==> config.mk <==
export PLATFORM = sky130hd
export DESIGN_NAME = tlag_ctrl
export DESIGN_NICKNAME = d
export VERILOG_FILES = /design/src/rtl/tlag_pkg.sv /design/src/rtl/tlag_ctrl.sv
export SDC_FILE = /design/constraint.sdc
export NUM_CORES = 1
export LEC_CHECK = 0
export BUFFER_PORTS_ARGS = -buffer_cell sky130_fd_sc_hd__buf_2
export CORE_AREA = 10 10 47 49
export CTS_CLUSTER_DIAMETER = 150
export DETAILED_ROUTE_END_ITERATION = 8
export DIE_AREA = 0 0 57 59
export GPL_TIMING_DRIVEN = 0
export HOLD_SLACK_MARGIN = 0.03
export PLACE_DENSITY_LB_ADDON = 0.15
export SKIP_LAST_GASP = 1
export SLEW_MARGIN = 20
export SYNTH_ARGS = -nofsm -noshare
export SYNTH_HDL_FRONTEND = slang
export SYNTH_SLANG_ARGS = --single-unit
==> constraint.sdc <==
create_clock -name clk -period 3.3 [get_ports clk]
set_input_delay 0.495 -clock clk [delete_from_list [all_inputs] [get_ports clk]]
set_output_delay 0.495 -clock clk [all_outputs]
set_load 0.02 [all_outputs]
==> src/rtl/tlag_pkg.sv <==
package tlag_pkg;

  // Operation codes carried in the input tuser
  typedef enum logic [2:0] {
    FUNC_WRITE = 3'd0,
    FUNC_READ  = 3'd1,
    FUNC_CLEAR = 3'd2,
    FUNC_START = 3'd3,
    FUNC_TICK  = 3'd4
  } func_t;

  // Controller states
  typedef enum logic [2:0] {
    ST_CLEAR,
    ST_IDLE,
    ST_READ,
    ST_GEN,
    ST_DRAIN
  } state_t;

  // Controller to datapath
  typedef struct packed {
    logic accept;
    logic read_done;
    logic clear_run;
    logic gen_issue;
    logic gen_finish;
  } ctrl_cmd_t;

  // Datapath to controller
  typedef struct packed {
    func_t func;
    logic  gen_due;
    logic  clear_last;
    logic  issue_last;
    logic  skid_full;
  } dp_status_t;

  localparam logic [7:0] FRAME_MAX     = 8'd255;
  localparam logic [7:0] FPG_RESET     = 8'd1;
  localparam logic [3:0] BIRTH_COUNT   = 4'd3;
  localparam logic [3:0] SURVIVE_COUNT = 4'd2;

endpackage

==> src/rtl/tlag_ctrl.sv <==
module tlag_ctrl (
  input  logic                   clk,
  input  logic                   rst_n,
  input  logic                   in_tvalid,
  output logic                   in_tready,
  input  tlag_pkg::dp_status_t   status,
  output tlag_pkg::ctrl_cmd_t    cmd
);

  tlag_pkg::state_t state_r, state_nxt;

  // State register
  always_ff @(posedge clk) begin
    if (!rst_n) begin
      state_r <= tlag_pkg::ST_CLEAR;
    end else begin
      state_r <= state_nxt;
    end
  end

  // Next state and commands
  always_comb begin
    state_nxt      = state_r;
    in_tready      = 1'b0;
    cmd.accept     = 1'b0;
    cmd.read_done  = 1'b0;
    cmd.clear_run  = 1'b0;
    cmd.gen_issue  = 1'b0;
    cmd.gen_finish = 1'b0;
    case (state_r)
      tlag_pkg::ST_IDLE: begin
        in_tready  = !status.skid_full;
        cmd.accept = in_tvalid && !status.skid_full;
        if (cmd.accept) begin
          case (status.func)
            tlag_pkg::FUNC_READ:  state_nxt = tlag_pkg::ST_READ;
            tlag_pkg::FUNC_CLEAR: state_nxt = tlag_pkg::ST_CLEAR;
            tlag_pkg::FUNC_TICK: begin
              if (status.gen_due) begin
                state_nxt = tlag_pkg::ST_GEN;
              end
            end
            default: state_nxt = tlag_pkg::ST_IDLE;
          endcase
        end
      end
      tlag_pkg::ST_READ: begin
        cmd.read_done = 1'b1;
        state_nxt     = tlag_pkg::ST_IDLE;
      end
      tlag_pkg::ST_CLEAR: begin
        cmd.clear_run = 1'b1;
        if (status.clear_last) begin
          state_nxt = tlag_pkg::ST_IDLE;
        end
      end
      tlag_pkg::ST_GEN: begin
        cmd.gen_issue = 1'b1;
        if (status.issue_last) begin
          state_nxt = tlag_pkg::ST_DRAIN;
        end
      end
      tlag_pkg::ST_DRAIN: begin
        cmd.gen_finish = 1'b1;
        state_nxt      = tlag_pkg::ST_IDLE;
      end
      default: state_nxt = tlag_pkg::ST_IDLE;
    endcase
  end

endmodule

==> run metrics, run 1 <==
Starting Density=15.1%; Achievable Freq=0.506 GHz; number of global-route vias before repair=244; Vias per Instance=4.32; crit path capture type=output pin; Post-Route Skew=0.00193 ns; Slew HR=80.1%; Final nets=54; Arrival @ worst endpoint=1.48 ns; total CTS buffers=3; Multi-input gate area=148 sq um; Synth Warn #=0; worst hold path type=in2reg; grt ovf=0; die width=57 um; I/O pin count=16; Tmin final=1.98 ns; worst r2r src=state_r[0]$_SDFFE_PN0P_; Post-Synthesis Cells=24; worst setup path class=reg2out; Worst Setup SP=state_r[0]$_SDFFE_PN0P_; syn_nets=34; P&R area growth vs syn=57.4%; total global-route track usage=4.71%; drt first pass iters=4; CTS tree=built; Max clock buf depth=2; register bit total from synthesis=3; initial antenna violation count=0; Placed Instance Area=307 sq um; Post-Place Worst Slack=1.56 ns; # fillers=171; # clock sinks=3; P_leak=0.173 nW; Vias=255; met2 wire length=268 um; initial drt markers=5; post_cts resized=0; reg2reg setup slack=2.00 ns; core area=1400 sq um; later-pin clock latency in the skew report=0.23 ns; crit start category=flip-flop; critical path fanouts, max=8; clk slew on worst S/H paths=0.04 ns; Synth cell types=19; Tot Pwr=124 uW; fraction of layout cells with a size suffix above 1=46.5%; DRT met1 WL=339 um; CP required=2.80 ns; cell area after synthesis=211 sq um; Routed Antenna Nets=0; Cell Pwr Density=373 nW/um^2; final hold vios=0; largest net degree at the start of global routing=9; actual slew at the worst max-slew pin=0.295 ns; DRC=0; Register Area=60.1 sq um; worst ir drop on vdd=147 uV; WL/cell=12.4 um; number of flip-flops in the largest register=3; Hold Path Stages=3; setup ws final=1.32 ns; status=finished, final reports clean; max-cap violations=0; # setup viols final=0; sequential fraction of the synthesis area=28.4%; RePlAce Congestion=0.759; Post-CTS Setup Bufs=0; RSZ-0062 raised after global routing=no; Worst Hold Launch=rst_n; first-pass GRT wire length=1190 um; Avg Synthesized Cell Area=8.81 sq um; hold buffers post-CTS=0; Largest Register=state_r; Die ar.=3360 sq um; ANT cells=0; Largest regs=state_r x3; WL met3=123 um; Root Buffer=clkbuf_4; IO Port Bufs=15; Setup TNS Final=0 ns; DR top layer=met3; WL final=731 um; site row count=14; Pins Over Slew Limit=0; H-Tree Depth=1; cell area after layout=333 sq um; Vert. Die Dim=59 um; Final Cycle Share=59.9%; reg2reg path depth=3
report_power, final:
group	internal, mW	switching [mW]	total (mW)
clock network	0.0453	0.0192	0.0646
registers	0.0375	0.00188	0.0394
logic	0.00987	0.0103	0.0201
layer usage:
| metal | up-vias | track usage [%] |
|---|---|---|
| li1 | 129 | - |
| met1 | 112 | 5.11 |
| met2 | 14 | 5.58 |
| met3 | 0 | 5.15 |
| met4 | 0 | 2.01 |
| met5 | - | 0 |
worst max-delay path: stages (launching register included):
cell and delay, ns:
dfxtp_1 0.43, or3b_1 0.41, nor3b_2 0.21, buf_2 0.20
stage by stage:
stage | utilization, % | hold WS, ns | instances
after floorplan | - | 0.476 | 24
after global placement | 21.9 | 0.512 | 55
after detailed placement | 21.9 | 0.520 | 55
after CTS | 23.8 | 0.515 | 59
after global routing | 23.8 | 0.524 | 59
final | 23.8 | 0.522 | 59
placed cells by master, fill, tap and decap left out, types with 2 or more instances in the layout:
cell type,count
nor3b_1,2
nor3_1,2
nand2_1,2
dfxtp_1,3
clkbuf_4,3
buf_2,15
area by class of cell:
cell class / instances / area share, %
flip-flops and latches: 3 / 18.0
repair buffers: 15 / 22.6
well taps: 16 / 6.02
inverters: 1 / 1.13
multi-input cells: 20 / 44.4
clock buffers: 4 / 7.89
cells in the mapped netlist, drive strengths merged:
| cell type | count | area share (%) |
|---|---|---|
| nor3b | 3 | 13 |
| xnor2 | 1 | 4.1 |
| mux2i | 1 | 4.7 |
| nand2 | 2 | 3.6 |
| o311ai | 1 | 4.1 |
| nor2b | 1 | 3.0 |
| inv | 1 | 1.8 |
| dfxtp | 3 | 28 |
| or3b | 1 | 4.1 |
| and3 | 1 | 3.0 |
| nand4bb | 1 | 5.3 |
| nor2 | 1 | 1.8 |
| nand3 | 1 | 2.4 |
| and3b | 2 | 8.9 |
| a41o | 1 | 4.7 |
| nor3 | 2 | 4.7 |
| o21ai | 1 | 2.4 |
kinds of logic (layout without fill, tap and decap cells):
| family | Yosys count | after routing | synth area share, % |
|---|---|---|---|
| AND/OR/NAND/NOR | 15 | 15 | 49.7 |
| XOR/XNOR | 1 | 1 | 4.14 |
| multiplexers | 1 | 1 | 4.73 |
| buffers and inverters | 1 | 20 | 1.77 |
| AO/OA/AOI/OAI | 3 | 3 | 11.2 |
| flip-flops | 3 | 3 | 28.4 |
path summary, 6_finish.rpt:
check                       endpoint
min          state_r[0]$_SDFFE_PN0P_
max                           cmd[4]
min reg2reg  state_r[0]$_SDFFE_PN0P_
max reg2reg  state_r[1]$_SDFFE_PN0P_
(Power assumes the default switching activity.)
==> inputs of run 2 (changes only) <==
==> constraint.sdc (replaced) <==
create_clock -name clk -period 1.7 [get_ports clk]
set_input_delay 0.255 -clock clk [delete_from_list [all_inputs] [get_ports clk]]
set_output_delay 0.255 -clock clk [all_outputs]
set_load 0.02 [all_outputs]
==> run 2 against run 1 <==
Net effect: register-to-register slack worse by 1.6 ns; via count grew 3.5%; global-route usage is the same; clock-buffer cell count unchanged.
==> run metrics, run 2 (same netlist as run 1, synthesis figures left out) <==
most frequent cells in the layout=14 x buf_2, 3 x clkbuf_4; critical path fanouts, max=8 (unchanged); status=finished, final reports clean; Routed Antenna Nets=0 (unchanged); number of flip-flops in the largest register=3 (unchanged); actual slew at the worst max-slew pin=0.283 ns (-0.0116 ns); RSZ-0062 raised after global routing=no; grt ovf=0 (unchanged); die width=57 um (unchanged); Vias=264 (+3.5%); I/O pin count=16 (unchanged); CP Cell Sequence=or3b_4 -> nor3b_2 -> buf_4; max-cap violations=0 (unchanged); Largest regs=state_r x3; WL met3=129 um (+4.9%); Starting Density=15.1% (unchanged); ANT cells=0 (unchanged); P&R area growth vs syn=65.1%; site row count=14 (unchanged); Post-Place Worst Slack=0.203 ns (-1.36 ns); cell family contributing the most delay on the critical path=simple AND/OR/NAND/NOR gates; DRC=0 (unchanged); final hold vios=0 (unchanged); later-pin clock latency in the skew report=0.23 ns (about the same); met2 wire length=274 um (+2.2%); hold buffers post-CTS=0 (unchanged); Final nets=55 (+1.9%); DRT met1 WL=328 um (-3.2%); total CTS buffers=3 (unchanged); Hold Path Stages=3 (unchanged); worst r2r src=state_r[1]$_SDFFE_PN0P_; core area=1400 sq um (unchanged); Root Buffer=clkbuf_4; # setup viols final=0 (unchanged); Post-Route Skew=0.000159 ns (-0.00177 ns); worst hold path endpoint=state_r[0]$_SDFFE_PN0P_; Setup TNS Final=0 ns (unchanged); initial drt markers=12 (+7); WL final=732 um (+0.14%); reg2reg setup slack=0.38 ns (-1.62 ns); worst path bufs/invs=1 (unchanged); worst ir drop on vdd=294 uV (+100%); clk slew on worst S/H paths=0.04 ns (about the same); P_leak=0.180 nW (+4.0%); Final Cycle Share=95.9%; reg2reg path depth=4 (+1); CTS tree=built; commonest non-fill, non-tap cell in the layout=buf_2; Vias per Instance=4.40 (+1.8%); number of global-route vias before repair=244 (unchanged); Largest Register=state_r; CP required=1.44 ns (-1.36 ns); cell area after layout=349 sq um (+4.9%); total global-route track usage=4.71% (unchanged); Placed Instance Area=307 sq um (unchanged); Max clock buf depth=2 (unchanged); crit start category=flip-flop; Worst Hold Launch=rst_n; Tmin final=1.63 ns; Pins Over Slew Limit=0 (unchanged); initial antenna violation count=0 (unchanged); Vert. Die Dim=59 um (unchanged); Slew HR=80.9% (+0.78 points); IO Port Bufs=15 (unchanged); H-Tree Depth=1 (unchanged); crit path capture type=output pin; first-pass GRT wire length=1190 um (unchanged); largest net degree at the start of global routing=9 (unchanged); RePlAce Congestion=0.759 (unchanged); WL/cell=12.2 um (-1.5%); # fillers=169 (-1.2%); Cell Pwr Density=695 nW/um^2 (+86%); worst hold path type=in2reg; Worst R2R End=state_r[1]$_SDFFE_PN0P_; fraction of layout cells with a size suffix above 1=52.3% (+5.8 points); worst setup path class=reg2out; Worst path slowest cell=or3b_4; Achievable Freq=0.613 GHz; slowest stage delay, CP=0.40 ns (-0.03 ns); DR top layer=met3; Arrival @ worst endpoint=1.38 ns (-0.10 ns); setup ws final=0.0690 ns (-1.26 ns); Die ar.=3360 sq um (unchanged); # clock sinks=3 (unchanged); drt first pass iters=4 (unchanged)
-- run 2: cell count changes in the layout (fill, tap and decap cells not counted) --
cell	delta
dfxtp_4	+1
dfxtp_1	-1
or3b_1	-1
or3b_4	+1
buf_4	+2
buf_2	-1
-- run 2: cell type report --
type | count | area (sq um) | area share, %
flip-flops and latches | 3 | 63.8 | 18.3
inverters | 1 | 3.75 | 1.08
multi-input cells | 20 | 150 | 43.0
well taps | 16 | 20.0 | 5.73
clock buffers | 4 | 26.3 | 7.53
repair buffers | 16 | 85.1 | 24.4
-- run 2: what timing repair did --
item                       in CTS  in global routing
setup buffers                   0                  1
pin swaps                       0                  1
setup endpoints to repair       1                  1
gates cloned                    0                  0
gates resized for setup         1                  3
-- run 2: metrics by stage --
step | util (%) | hold WS, ns | instances | power (mW)
floorplan | - | 0.368 | 24 | 0.0957
global placement | 21.9 | 0.512 | 55 | 0.116
detailed placement | 21.9 | 0.518 | 55 | 0.117
CTS | 23.8 | 0.275 | 59 | 0.247
global route | 24.9 | 0.291 | 60 | 0.264
finish | 24.9 | 0.286 | 60 | 0.243
-- run 2: worst max-delay path by stage --
stage                       startpoint                       to  slack (ns)  cells past startpoint
2_1_floorplan  state_r[0]$_SDFFE_PN0P_  state_r[1]$_SDFFE_PN0P_        0.28                      3
3_3_place_gp   state_r[0]$_SDFFE_PN0P_                   cmd[4]        0.21                      3
3_5_place_dp   state_r[0]$_SDFFE_PN0P_                   cmd[4]        0.20                      3
4_1_cts        state_r[0]$_SDFFE_PN0P_                   cmd[4]        0.02                      3
5_1_grt        state_r[1]$_SDFFE_PN0P_                   cmd[4]       0.004                      3
6_report       state_r[1]$_SDFFE_PN0P_                   cmd[4]        0.07                      3
-- run 2: worst reg2reg max path: stages (launching register included) --
cell	delay, ns
dfxtp_1	0.36
or3b_4	0.40
nor3b_2	0.21
buf_4	0.13
a41o_1	0.16
-- run 2: per-layer routing --
metal | GRT usage, % | vias up
met5 | 0 | -
met3 | 5.15 | 0
li1 | - | 132
met2 | 5.58 | 16
met1 | 5.11 | 116
met4 | 2.01 | 0
-- run 2: where the power goes --
| group | leakage [nW] | internal (mW) | total [mW] | switching [mW] |
|---|---|---|---|---|
| clock | 0.0150 | 0.0879 | 0.124 | 0.0360 |
| combinational | 0.140 | 0.0222 | 0.0424 | 0.0202 |
| sequential | 0.0250 | 0.0727 | 0.0764 | 0.00365 |
